==> config.mk <==
export PLATFORM = sky130hd
export DESIGN_NAME = nv12_to_bgra_nearest_downscaler_flat
export DESIGN_NICKNAME = d
export VERILOG_FILES = /design/src/rtl/core/nv12bd_pkg.sv /design/src/rtl/core/nv12bd_pix_if.sv /design/src/rtl/core/nv12bd_bgr_if.sv /design/src/rtl/core/nv12_to_bgra_nearest_downscaler.sv /design/src/rtl/core/nv12bd_color.sv /design/src/flat_wrapper.sv
export SDC_FILE = /design/constraint.sdc
export NUM_CORES = 1
export LEC_CHECK = 0
export ABC_AREA = 0
export BUFFER_PORTS_ARGS = -buffer_cell sky130_fd_sc_hd__buf_2
export CAP_MARGIN = 0
export CORE_ASPECT_RATIO = 0.9
export CORE_UTILIZATION = 25
export CTS_CLUSTER_DIAMETER = 120
export DETAILED_ROUTE_END_ITERATION = 12
export PLACE_DENSITY = 0.44
export SLEW_MARGIN = 20
export SYNTH_ARGS = -nofsm -noshare
export SYNTH_HDL_FRONTEND = slang
export SYNTH_HIERARCHICAL = 1
export SYNTH_SLANG_ARGS = --single-unit
==> constraint.sdc <==
create_clock -name clk -period 13.55 [get_ports clk]
set_clock_uncertainty 0.15 [all_clocks]
set_input_delay 0.6775 -clock clk [delete_from_list [all_inputs] [get_ports clk]]
set_output_delay 0.6775 -clock clk [all_outputs]
set_load 0.05 [all_outputs]
==> src/rtl/core/nv12bd_pkg.sv <==
`timescale 1ns / 1ps
`default_nettype none
// ----------------------------------------------------------------------------
// nv12bd_pkg: shared types and constants of the NV12 to BGRA downscaler
// Holds the frame size limits, field widths, register indexes and the
// sample and color structures passed between the downscaler modules.
// ----------------------------------------------------------------------------
package nv12bd_pkg;

	localparam int MAX_SOURCE_SIDE = 4096;
	localparam int MAX_OUTPUT_SIDE = 960;

	localparam int SRC_SIDE_W = 13;
	localparam int OUT_SIDE_W = 10;
	localparam int CFG_DATA_W = 13;
	localparam int SCOL_W     = 12;
	localparam int SROW_W     = 13;
	localparam int ERR_W      = 14;

	typedef enum logic [1:0] {
		CFG_SRC_WIDTH  = 2'd0,
		CFG_SRC_HEIGHT = 2'd1,
		CFG_OUT_WIDTH  = 2'd2,
		CFG_OUT_HEIGHT = 2'd3
	} cfg_reg_t;

	typedef struct packed {
		logic [7:0] luma;
		logic [7:0] chroma_blue;
		logic [7:0] chroma_red;
	} ycc_t;

	typedef struct packed {
		logic [7:0] blue;
		logic [7:0] green;
		logic [7:0] red;
	} bgr_t;

endpackage
`default_nettype wire

==> src/rtl/core/nv12bd_pix_if.sv <==
`timescale 1ns / 1ps
`default_nettype none
// ----------------------------------------------------------------------------
// nv12bd_pix_if: source pixel channel
// Carries one YCbCr source pixel per transfer with a start-of-frame flag.
// ----------------------------------------------------------------------------
interface nv12bd_pix_if;
	logic       valid;
	logic       ready;
	logic [7:0] luma;
	logic [7:0] chroma_blue;
	logic [7:0] chroma_red;
	logic       frame_start;

	modport source (output valid, output luma, output chroma_blue, output chroma_red,
		output frame_start, input ready);
	modport sink (input valid, input luma, input chroma_blue, input chroma_red,
		input frame_start, output ready);
endinterface
`default_nettype wire

==> src/rtl/core/nv12bd_bgr_if.sv <==
`timescale 1ns / 1ps
`default_nettype none
// ----------------------------------------------------------------------------
// nv12bd_bgr_if: output pixel channel
// Carries one converted BGR pixel per transfer with its output coordinates.
// ----------------------------------------------------------------------------
interface nv12bd_bgr_if;
	logic       valid;
	logic       ready;
	logic [7:0] blue;
	logic [7:0] green;
	logic [7:0] red;
	logic [9:0] out_col;
	logic [9:0] out_row;
	logic       frame_last;

	modport source (output valid, output blue, output green, output red, output out_col,
		output out_row, output frame_last, input ready);
	modport sink (input valid, input blue, input green, input red, input out_col,
		input out_row, input frame_last, output ready);
endinterface
`default_nettype wire

==> src/rtl/core/nv12_to_bgra_nearest_downscaler.sv <==
`timescale 1ns / 1ps
`default_nettype none
// ----------------------------------------------------------------------------
// nv12_to_bgra_nearest_downscaler: nearest-neighbor downscaler with BT.709
// color conversion
// Picks source pixels from a raster stream and emits them as BGR pixels with
// their output coordinates.
// ----------------------------------------------------------------------------
// The block takes one source pixel per clock in raster order, unless the
// output stalls, and keeps one pixel out of each scaled cell: output column x
// takes source column floor(x * src_width / out_width), and rows are picked
// the same way, using error accumulators in place of a divider. A pixel with
// frame_start set clears all position state before it is taken. Each picked
// pixel is converted with BT.709 video-range integer coefficients and leaves
// as one transfer on the result channel; alpha is implied to be 255. The
// position update is combinational and registered on each accepted pixel, so
// the block sustains one pixel per clock unless the output stalls. A picked
// pixel passes the pick register, then the color converter and the output
// register. The output register lets a new pixel enter while a finished
// result waits to be taken. Frames with a side below 2, a source side above
// 4096 or an output side above 960 produce no output. An output size larger
// than the source is saturated to the source size. Registers should only be
// written while no picked pixel is in flight.
// ----------------------------------------------------------------------------
module nv12_to_bgra_nearest_downscaler (
	input  wire                                 clk,
	input  wire                                 arst_n,
	input  wire                                 cfg_we,
	input  nv12bd_pkg::cfg_reg_t                cfg_index,
	input  wire [nv12bd_pkg::CFG_DATA_W-1:0]    cfg_data,
	nv12bd_pix_if.sink                          pixels,
	nv12bd_bgr_if.source                        results
);
	import nv12bd_pkg::*;

	// Configuration registers.
	logic [SRC_SIDE_W-1:0] src_width_q, src_height_q;
	logic [OUT_SIDE_W-1:0] out_width_q, out_height_q;

	// Position state.
	logic [SCOL_W-1:0]     scol_q;
	logic [SROW_W-1:0]     srow_q;
	logic [OUT_SIDE_W-1:0] ocol_q, orow_q;
	logic [ERR_W-1:0]      cerr_q, rerr_q;
	logic                  picked_q;

	// Pick register and output register.
	logic                  valid_s1;
	ycc_t                  ycc_s1;
	logic [OUT_SIDE_W-1:0] col_s1, row_s1;
	logic                  last_s1;
	logic                  out_valid_q;
	bgr_t                  bgr_q;
	logic [OUT_SIDE_W-1:0] col_q, row_q;
	logic                  last_q;

	bgr_t                  bgr_conv;

	// Working signals of the position update.
	logic                  cfg_ok;
	logic [OUT_SIDE_W-1:0] owe, ohe;
	logic [SCOL_W-1:0]     cur_scol;
	logic [SROW_W-1:0]     cur_srow;
	logic [OUT_SIDE_W-1:0] cur_ocol, cur_orow;
	logic [ERR_W-1:0]      cur_cerr, cur_rerr;
	logic                  cur_picked;
	logic                  active, col_hit, emit, row_end;
	logic [ERR_W-1:0]      cerr_a, rerr_a;
	logic [OUT_SIDE_W-1:0] orow_a;
	logic [SRC_SIDE_W-1:0] scol_inc;
	logic [SCOL_W-1:0]     scol_n;
	logic [SROW_W-1:0]     srow_n;
	logic [OUT_SIDE_W-1:0] ocol_n, orow_n;
	logic [ERR_W-1:0]      cerr_n, rerr_n;
	logic                  picked_n;

	// Handshake.
	logic out_free, s1_move, accept;

	assign out_free = !out_valid_q || results.ready;
	assign s1_move  = valid_s1 && out_free;
	assign pixels.ready = !valid_s1 || out_free;
	assign accept   = pixels.valid && pixels.ready;

	always_ff @(posedge clk or negedge arst_n) begin
		if (!arst_n) begin
			src_width_q  <= SRC_SIDE_W'(1920);
			src_height_q <= SRC_SIDE_W'(1080);
			out_width_q  <= OUT_SIDE_W'(960);
			out_height_q <= OUT_SIDE_W'(540);
		end else if (cfg_we) begin
			case (cfg_index)
				CFG_SRC_WIDTH:  src_width_q  <= cfg_data;
				CFG_SRC_HEIGHT: src_height_q <= cfg_data;
				CFG_OUT_WIDTH:  out_width_q  <= cfg_data[OUT_SIDE_W-1:0];
				CFG_OUT_HEIGHT: out_height_q <= cfg_data[OUT_SIDE_W-1:0];
				default: ;
			endcase
		end
	end

	always_comb begin
		// A frame start clears the position before the pixel is handled.
		if (pixels.frame_start) begin
			cur_scol   = '0;
			cur_srow   = '0;
			cur_ocol   = '0;
			cur_orow   = '0;
			cur_cerr   = '0;
			cur_rerr   = '0;
			cur_picked = 1'b1;
		end else begin
			cur_scol   = scol_q;
			cur_srow   = srow_q;
			cur_ocol   = ocol_q;
			cur_orow   = orow_q;
			cur_cerr   = cerr_q;
			cur_rerr   = rerr_q;
			cur_picked = picked_q;
		end

		cfg_ok = src_width_q >= SRC_SIDE_W'(2) && src_height_q >= SRC_SIDE_W'(2)
			&& src_width_q <= SRC_SIDE_W'(MAX_SOURCE_SIDE)
			&& src_height_q <= SRC_SIDE_W'(MAX_SOURCE_SIDE)
			&& out_width_q >= OUT_SIDE_W'(2) && out_height_q >= OUT_SIDE_W'(2)
			&& out_width_q <= OUT_SIDE_W'(MAX_OUTPUT_SIDE)
			&& out_height_q <= OUT_SIDE_W'(MAX_OUTPUT_SIDE);

		// The output size never exceeds the source size.
		owe = ({3'd0, out_width_q} > src_width_q) ? src_width_q[OUT_SIDE_W-1:0]
			: out_width_q;
		ohe = ({3'd0, out_height_q} > src_height_q) ? src_height_q[OUT_SIDE_W-1:0]
			: out_height_q;

		// Pixels past the last source row are taken and ignored until the next frame start.
		active  = cfg_ok && (cur_srow < src_height_q);
		col_hit = (cur_cerr < {4'd0, owe}) && (cur_ocol < owe);
		emit    = active && cur_picked && col_hit;

		cerr_a = col_hit ? cur_cerr + {1'b0, src_width_q} : cur_cerr;
		ocol_n = col_hit ? cur_ocol + OUT_SIDE_W'(1) : cur_ocol;
		cerr_n = (cerr_a >= {4'd0, owe}) ? cerr_a - {4'd0, owe} : '0;
		scol_inc = {1'b0, cur_scol} + SRC_SIDE_W'(1);
		row_end  = scol_inc >= src_width_q;
		scol_n   = scol_inc[SCOL_W-1:0];
		srow_n   = cur_srow;
		orow_n   = cur_orow;
		rerr_n   = cur_rerr;
		picked_n = cur_picked;
		rerr_a   = cur_picked ? cur_rerr + {1'b0, src_height_q} : cur_rerr;
		orow_a   = cur_picked ? cur_orow + OUT_SIDE_W'(1) : cur_orow;

		if (row_end) begin
			scol_n   = '0;
			ocol_n   = '0;
			cerr_n   = '0;
			orow_n   = orow_a;
			rerr_n   = (rerr_a >= {4'd0, ohe}) ? rerr_a - {4'd0, ohe} : '0;
			srow_n   = cur_srow + SROW_W'(1);
			picked_n = (rerr_n < {4'd0, ohe}) && (orow_a < ohe);
		end

		// An ignored pixel leaves only the clearing done by a frame start.
		if (!active) begin
			scol_n   = cur_scol;
			srow_n   = cur_srow;
			ocol_n   = cur_ocol;
			orow_n   = cur_orow;
			cerr_n   = cur_cerr;
			rerr_n   = cur_rerr;
			picked_n = cur_picked;
		end
	end

	always_ff @(posedge clk or negedge arst_n) begin
		if (!arst_n) begin
			scol_q   <= '0;
			srow_q   <= '0;
			ocol_q   <= '0;
			orow_q   <= '0;
			cerr_q   <= '0;
			rerr_q   <= '0;
			picked_q <= 1'b1;
		end else if (accept) begin
			scol_q   <= scol_n;
			srow_q   <= srow_n;
			ocol_q   <= ocol_n;
			orow_q   <= orow_n;
			cerr_q   <= cerr_n;
			rerr_q   <= rerr_n;
			picked_q <= picked_n;
		end
	end

	// Valid flags of the pick register and the output register.
	always_ff @(posedge clk or negedge arst_n) begin
		if (!arst_n) begin
			valid_s1    <= 1'b0;
			out_valid_q <= 1'b0;
		end else begin
			if (accept && emit) begin
				valid_s1 <= 1'b1;
			end else if (s1_move) begin
				valid_s1 <= 1'b0;
			end
			if (s1_move) begin
				out_valid_q <= 1'b1;
			end else if (results.ready) begin
				out_valid_q <= 1'b0;
			end
		end
	end

	// Payload of a picked pixel, held until the output register takes it.
	always_ff @(posedge clk) begin
		if (accept && emit) begin
			ycc_s1.luma        <= pixels.luma;
			ycc_s1.chroma_blue <= pixels.chroma_blue;
			ycc_s1.chroma_red  <= pixels.chroma_red;
			col_s1  <= cur_ocol;
			row_s1  <= cur_orow;
			last_s1 <= (cur_ocol == owe - OUT_SIDE_W'(1))
				&& (cur_orow == ohe - OUT_SIDE_W'(1));
		end
		if (s1_move) begin
			bgr_q  <= bgr_conv;
			col_q  <= col_s1;
			row_q  <= row_s1;
			last_q <= last_s1;
		end
	end

	nv12bd_color u_color (
		.ycc (ycc_s1),
		.bgr (bgr_conv)
	);

	assign results.valid      = out_valid_q;
	assign results.blue       = bgr_q.blue;
	assign results.green      = bgr_q.green;
	assign results.red        = bgr_q.red;
	assign results.out_col    = col_q;
	assign results.out_row    = row_q;
	assign results.frame_last = last_q;

endmodule
`default_nettype wire

==> src/rtl/core/nv12bd_color.sv <==
`timescale 1ns / 1ps
`default_nettype none
// ----------------------------------------------------------------------------
// nv12bd_color: BT.709 video-range YCbCr to BGR conversion
// Integer coefficients with rounding, a shift by eight and a clamp to 0..255.
// ----------------------------------------------------------------------------
module nv12bd_color (
	input  nv12bd_pkg::ycc_t ycc,
	output nv12bd_pkg::bgr_t bgr
);
	import nv12bd_pkg::*;

	logic signed [19:0] ys, ds, es, c;
	logic signed [19:0] vb, vg, vr;

	function automatic logic [7:0] clamp8(input logic signed [19:0] v);
		logic [11:0] s;
		begin
			s = v[19:8];
			if (v < 0) begin
				clamp8 = 8'd0;
			end else if (s > 12'd255) begin
				clamp8 = 8'd255;
			end else begin
				clamp8 = s[7:0];
			end
		end
	endfunction

	always_comb begin
		ys = $signed({12'd0, ycc.luma}) - 20'sd16;
		ds = $signed({12'd0, ycc.chroma_blue}) - 20'sd128;
		es = $signed({12'd0, ycc.chroma_red}) - 20'sd128;
		c  = ys * 20'sd298;
		vb = c + ds * 20'sd541 + 20'sd128;
		vg = c - ds * 20'sd55 - es * 20'sd136 + 20'sd128;
		vr = c + es * 20'sd459 + 20'sd128;
		bgr.blue  = clamp8(vb);
		bgr.green = clamp8(vg);
		bgr.red   = clamp8(vr);
	end

endmodule
`default_nettype wire
==> src/flat_wrapper.sv <==
// flat-port wrapper written by rule: the top's interface ports become plain ports
module nv12_to_bgra_nearest_downscaler_flat import nv12bd_pkg::*;
  (clk, arst_n, cfg_we, cfg_index, cfg_data, pixels_valid, pixels_luma, pixels_chroma_blue, pixels_chroma_red, pixels_frame_start, pixels_ready, results_valid, results_blue, results_green, results_red, results_out_col, results_out_row, results_frame_last, results_ready);
  nv12bd_pix_if pixels_i ();
  nv12bd_bgr_if results_i ();
  input  wire clk;
  input  wire arst_n;
  input  wire cfg_we;
  input  nv12bd_pkg::cfg_reg_t cfg_index;
  input  wire [nv12bd_pkg::CFG_DATA_W-1:0] cfg_data;
  input wire logic [$bits(pixels_i.valid)-1:0] pixels_valid;
  input wire logic [$bits(pixels_i.luma)-1:0] pixels_luma;
  input wire logic [$bits(pixels_i.chroma_blue)-1:0] pixels_chroma_blue;
  input wire logic [$bits(pixels_i.chroma_red)-1:0] pixels_chroma_red;
  input wire logic [$bits(pixels_i.frame_start)-1:0] pixels_frame_start;
  output wire logic [$bits(pixels_i.ready)-1:0] pixels_ready;
  output wire logic [$bits(results_i.valid)-1:0] results_valid;
  output wire logic [$bits(results_i.blue)-1:0] results_blue;
  output wire logic [$bits(results_i.green)-1:0] results_green;
  output wire logic [$bits(results_i.red)-1:0] results_red;
  output wire logic [$bits(results_i.out_col)-1:0] results_out_col;
  output wire logic [$bits(results_i.out_row)-1:0] results_out_row;
  output wire logic [$bits(results_i.frame_last)-1:0] results_frame_last;
  input wire logic [$bits(results_i.ready)-1:0] results_ready;
  assign pixels_i.valid = pixels_valid;
  assign pixels_i.luma = pixels_luma;
  assign pixels_i.chroma_blue = pixels_chroma_blue;
  assign pixels_i.chroma_red = pixels_chroma_red;
  assign pixels_i.frame_start = pixels_frame_start;
  assign pixels_ready = pixels_i.ready;
  assign results_valid = results_i.valid;
  assign results_blue = results_i.blue;
  assign results_green = results_i.green;
  assign results_red = results_i.red;
  assign results_out_col = results_i.out_col;
  assign results_out_row = results_i.out_row;
  assign results_frame_last = results_i.frame_last;
  assign results_i.ready = results_ready;
  nv12_to_bgra_nearest_downscaler u_core (.clk(clk), .arst_n(arst_n), .cfg_we(cfg_we), .cfg_index(cfg_index), .cfg_data(cfg_data), .pixels(pixels_i), .results(results_i));
endmodule
After elaboration in Yosys (flattened, before gate mapping)
Index checks and enable logic that the tools add are counted.

Bits in latches: 0. Register bits after elaboration: 212. Memories kept: 0. Input port bits: 45. Bits in writable memories: 0. Output and inout bits: 47. Logic and storage cells: 142. ROM bits: 0.

Shifts and indexed selects: 0. Magnitude comparators: 24. Bitwise logic cells: 0. Reduce and logical (&&, ||, !) cells: 27. Divide/modulo/power cells: 0. Equal/unequal tests: 5. Add/subtract/negate cells: 20. Multipliers: 5. Mux-type cells: 36.

Operators by type and width (number): $mux W14 (10); $mux W10 (10); $add A20 B9 Y20 const B (3); $lt A20 B1 Y1 const B (3); $mux W13 (3); $gt A12 B8 Y1 const B (3); $mux W12 (3); $add A14 B13 Y14 (2); $ge A14 B10 Y1 (2); $lt A14 B10 Y1 (2); $sub A14 B10 Y14 (2); $ge A13 B2 Y1 const B (2); $gt A10 B13 Y1 (2); $le A13 B13 Y1 const B (2); $mux W8 (3); $add A10 B1 Y10 const B (2); $add A20 B19 Y20 (1); $add A20 B20 Y20 (1); $eq A10 B10 Y1 (2); $ge A10 B2 Y1 const B (2); $le A10 B10 Y1 const B (2); $lt A10 B10 Y1 (2); $mul A20 B9 Y19 const B (1); $mul A9 B11 Y20 const B (1); 21 further kinds (51).

Longest topological paths before layout
Depth after elaboration: 13. Mapped depth: 35. Depth with buffers taken out: 33.

Cells and area by module
Netlist, hierarchy kept.

Modules (own cells, without submodules): nv12_to_bgra_nearest_downscaler (times used 1, cells an instance 1407, area an instance 14008.4 um^2, sequential area each 5776.8 um^2); nv12bd_color (times used 1, cells an instance 899, area an instance 8461.9 um^2, sequential area each 0.0 um^2).

Worst setup path before layout
Ideal clock, no wire load.

Path kind: reg-to-reg. Start: reg u_core.src_width_q[7]. End: reg u_core.col_s1[0], enable pin. Data arrival time: 7232 ps. Setup time: 503 ps. Path slack: 5665 ps. Stages on the path, launching flop included: 20. Cell sequence: dfstp_2 > inv_1 > ha_1 > and4b_1 > nand4_1 > a31o_1 > a21o_4 > buf_6 > mux2i_1 > ha_1 > nor2_1 > maj3_1 > a21oi_1 > a22oi_1 > mux2i_1 > a311oi_1 > nor4_2 > nor3_4 > nand3_1 > nor3_1.

Longest elaborated chain between the ends: 12. Elaborated cells between the ends (all ways): 18. Classes of those cells: 5 x order compare; 1 x mux; 12 x reduce/logical.

Ends and longest elaborated chain: start: declaration (RTL line nv12_to_bgra_nearest_downscaler.sv:37) `logic [SRC_SIDE_W-1:0] src_width_q, src_height_q;`; start signal: assignment (RTL line nv12_to_bgra_nearest_downscaler.sv:93) `CFG_SRC_WIDTH: src_width_q <= cfg_data;`; branches (longest 10 deep; another with $lt A14 B10 Y1); $logic_and A1 B1 Y1 * (RTL line nv12_to_bgra_nearest_downscaler.sv:138) `emit = active && cur_picked && col_hit;`; $logic_and A1 B1 Y1 * (RTL line nv12_to_bgra_nearest_downscaler.sv:216) `if (accept && emit) begin`; end signal: assignment (RTL line nv12_to_bgra_nearest_downscaler.sv:220) `col_s1 <= cur_ocol;`; end: declaration (RTL line nv12_to_bgra_nearest_downscaler.sv:50) `logic [OUT_SIDE_W-1:0] col_s1, row_s1;`.

Mark *: on every way between the ends. A chain may end at the register's enable or synchronous reset.

Worst setup path after layout
Start: reg u_core/ycc_s1[20] (netlist bit). End: reg u_core.bgr_q, in the netlist u_core/results.green[6] (data pin).

Longest elaborated chain between the ends: 7. Elaborated cells between the ends (all ways): 8. Classes of those cells: 4 x add/sub; 1 x mul; 2 x order compare; 1 x mux.

Ends and longest elaborated chain: start: declaration (RTL line nv12_to_bgra_nearest_downscaler.sv:49) `ycc_t ycc_s1;`; $sub A8 B5 Y9 * (RTL line nv12bd_color.sv:31) `ys = $signed({12'd0, ycc.luma}) - 20'sd16;`; $mul A20 B9 Y19 * (RTL line nv12bd_color.sv:34) `c = ys * 20'sd298;`; $sub A20 B16 Y20 * (RTL line nv12bd_color.sv:36) `vg = c - ds * 20'sd55 - es * 20'sd136 + 20'sd128;`; $sub A20 B18 Y20 * (RTL line nv12bd_color.sv:36); $add A20 B9 Y20 * (RTL line nv12bd_color.sv:36); $gt A12 B8 Y1 (RTL line nv12bd_color.sv:22) `end else if (s > 12'd255) begin`; $mux W8 (RTL line nv12bd_color.sv:22); end signal: assignment (RTL line nv12_to_bgra_nearest_downscaler.sv:226) `bgr_q <= bgr_conv;`; end: declaration (RTL line nv12_to_bgra_nearest_downscaler.sv:53) `bgr_t bgr_q;`.

Mark *: on every way between the ends. The rest lies on a longest branch, timed or not.

==> flow_metrics.py <==
metrics = {
    "sta": {
        "rsz0062_at_grt": "false",
        "fmax_mhz": 116,
        "hold_viol": 0,
        "relSlewSlack_pct": 36.8,
        "period_share_pct": 63.6,
        "tns_ns": 0,
        "min_period_ns": 8.62,
        "slew_violations": 0,
        "holdWs_ns": 0.116,
        "setup_slack_ns": 4.93,
        "tightest_slew_ns": 0.949,
        "setup_viol": 0,
    },
    "grt": {
        "grt_pass1_vias": 17400,
        "gr-total-overflow": 0,
        "grt_use_total_pct": 14.2,
        "grt_pass1_wl_um": 101000,
        "antenna_found_initial": 5,
        "grt_max_degree": 67,
    },
    "drt": {
        "viasPerCell": 4.72,
        "drtPass1Iterations": 7,
        "drt_wl_total_um": 64600,
        "ant_nets": 0,
        "drc_errors": 0,
        "wl_per_cell_um": 18.1,
        "dr_total_vias": 16900,
        "drtIter0Drc": 893,
    },
    "floorplanning": {
        "die_y_um": 286,
        "die_area_mm2": 0.0911,
        "core_area_mm2": 0.0884,
        "core.rowCount": 103,
        "die_w_um": 318,
        "io-pin-count": 92,
        "initial_core_util_pct": 25.4,
    },
    "synthesis": {
        "ys_ff_latch": 212,
        "ys_seq_area_share_pct": 25.7,
        "syn-instance-count": 2306,
        "synth_top_area_cell": "ha_1",
        "synthesis.nets": 2853,
        "yosysTopAreaCellShare_pct": 20.9,
        "synth_edf_count": 90,
        "synth_ff_type": "dfrtp_1",
        "synth_area_leaders": "ha_1 (21%), edfxtp_1 (12%), dfrtp_1 (12%), fa_1 (11%), inv_1 (5.3%)",
        "avgSynthCellArea_um2": 9.74,
        "yosysWarnings": 6,
        "syn_area_mm2": 0.0225,
        "synth_cell_types": 89,
        "async_flop_share_pct": 57.5,
    },
    "cells_and_area": {
        "drive_above_1_share_pct": 11.2,
        "nets": 2946,
        "syn_to_final_growth_pct": 12.8,
        "final_area_mm2": 0.0253,
        "final_common_cell": "ha_1",
        "final_cell_mix": "ha_1 (376), inv_1 (317), nand2_1 (156)",
    },
    "setup_path": {
        "crit_required_ns": 13.70,
        "slowest_delay_ns": 0.66,
        "critical_path.max_fanout": 11,
        "rr_worst_depth": 28,
        "critical_path_class": "reg2reg",
        "end_kind": "flip-flop",
        "worst_path_max_delay_cell": "nor3b_2",
        "cpMostUsedCell": "ha_1",
        "worstSetupStartpointType": "flip-flop",
        "cp.arrival_ns": 8.77,
    },
    "cts": {
        "clk_pin_slew_ns": 0.06,
        "cts_resized": 0,
        "cts.path.max_buffers": 3,
        "clock-root-buffer": "clkbuf_16",
        "cts-buffers-inserted": 28,
        "insertion_delay_ns": 0.63,
        "clock_sinks": 212,
        "cts_tree": "done",
        "htreeDepth": 1,
    },
    "placed_design": {
        "portBuffers": 91,
        "placed_area_mm2": 0.0244,
        "gp_congestion": 0.852,
        "dp_slack_ns": 4.97,
        "dp_hpwl_um": 51300,
    },
    "flow_run": {
        "max-cap-violations": 0,
    },
    "outcome": {
        "outcome": "completed",
    },
    "hold_path": {
        "hold_path_class": "in2reg",
        "whs_path_depth": 1,
    },
}
==> flip-flops by register name (all words and copies together), names as in the netlist, 12 cells and up <==
register and count:
u_core/cerr_q 14, u_core/rerr_q 14, u_core/scol_q 12, u_core/src_height_q 13
u_core/src_width_q 13, u_core/srow_q 13, u_core/ycc_s1 24
==> worst max-delay path, delay by kind of cell (launching register included) <==
family,cells,cell delay [ns]
flops,1,0.38
fa+ha+maj,10,3.85
xor+xnor,1,0.40
simple gates,2,0.79
buf+inv,5,0.42
mux,1,0.59
compound gates,9,1.74
==> cell type report <==
class | count | area (um^2)
multi-input cells | 1727 | 15300
clock buffers | 32 | 736
well taps | 1155 | 1450
repair buffers | 112 | 621
flip-flops and latches | 212 | 5780
clock inverters | 20 | 238
inverters | 318 | 1190
fillers | 9330 | 63100
diodes | 1 | 2.50
==> logic make-up after synthesis <==
logic type               after synthesis  share of synthesized area [%]
buffers and inverters                367                           6.17
XOR/XNOR                             151                           5.89
adder cells (fa/ha/maj)              505                           32.3
AND/OR/NAND/NOR                      550                           12.5
multiplexers                          80                           3.98
AO/OA/AOI/OAI                        441                           13.5
flip-flops                           212                           25.7
==> cells in the mapped netlist, drive strengths merged, types with 14 or more instances <==
cell,instances
a22o,14
nand2,156
dfstp,17
nor3,34
nor4,19
clkbuf,44
o21a,24
nand3,61
ha,376
xnor2,97
edfxtp,90
xor2,54
nand2b,25
nor2,82
dfrtp,105
o21ai,105
o31ai,20
inv,318
and3,14
a21o,43
mux2i,31
a31oi,24
fa,126
nor2b,72
a21oi,95
mux2,48
nand4,32
a211oi,17
==> routing by layer <==
| metal | GRT usage (%) | wire length (um) | vias to the layer above |
|---|---|---|---|
| met2 | 24.2 | 30800 | 264 |
| li1 | - | - | 8267 |
| met3 | 1.73 | 2050 | 56 |
| met1 | 19.3 | 30600 | 8305 |
| met5 | 0 | 0 | - |
| met4 | 2.62 | 1120 | 0 |
==> stage by stage <==
step	utilization, %	instances
finish	28.7	3577
global route	28.7	3576
CTS	28.7	3576
detailed placement	27.6	3523
global placement	27.6	3523
floorplan	-	2306
==> path summary, 6_finish.rpt <==
kind	endpoint	startpoint	slack [ns]
min	u_core/ycc_s1[14]	pixels_chroma_blue[6]	0.12
min reg2reg	u_core/results.out_col[4]	u_core/col_s1[4]	0.27
min in group asynchronous	u_core/scol_q[9]	arst_n	0.52
max	u_core/results.green[6]	u_core/ycc_s1[20]	4.93
max reg2reg	u_core/results.green[6]	u_core/ycc_s1[20]	4.93
max in group asynchronous	u_core/srow_q[6]	arst_n	11.30
==> repair_timing <==
item / 4_1_cts / 5_1_grt
endpoints found under the hold margin: 45 / 0
buffers inserted: 0 / 0
setup endpoints to repair: 0 / 0
hold buffers: 1 / 0
Power is not shown: default switching activity piles up to over one toggle a cycle in this logic, so the estimate is an artifact.
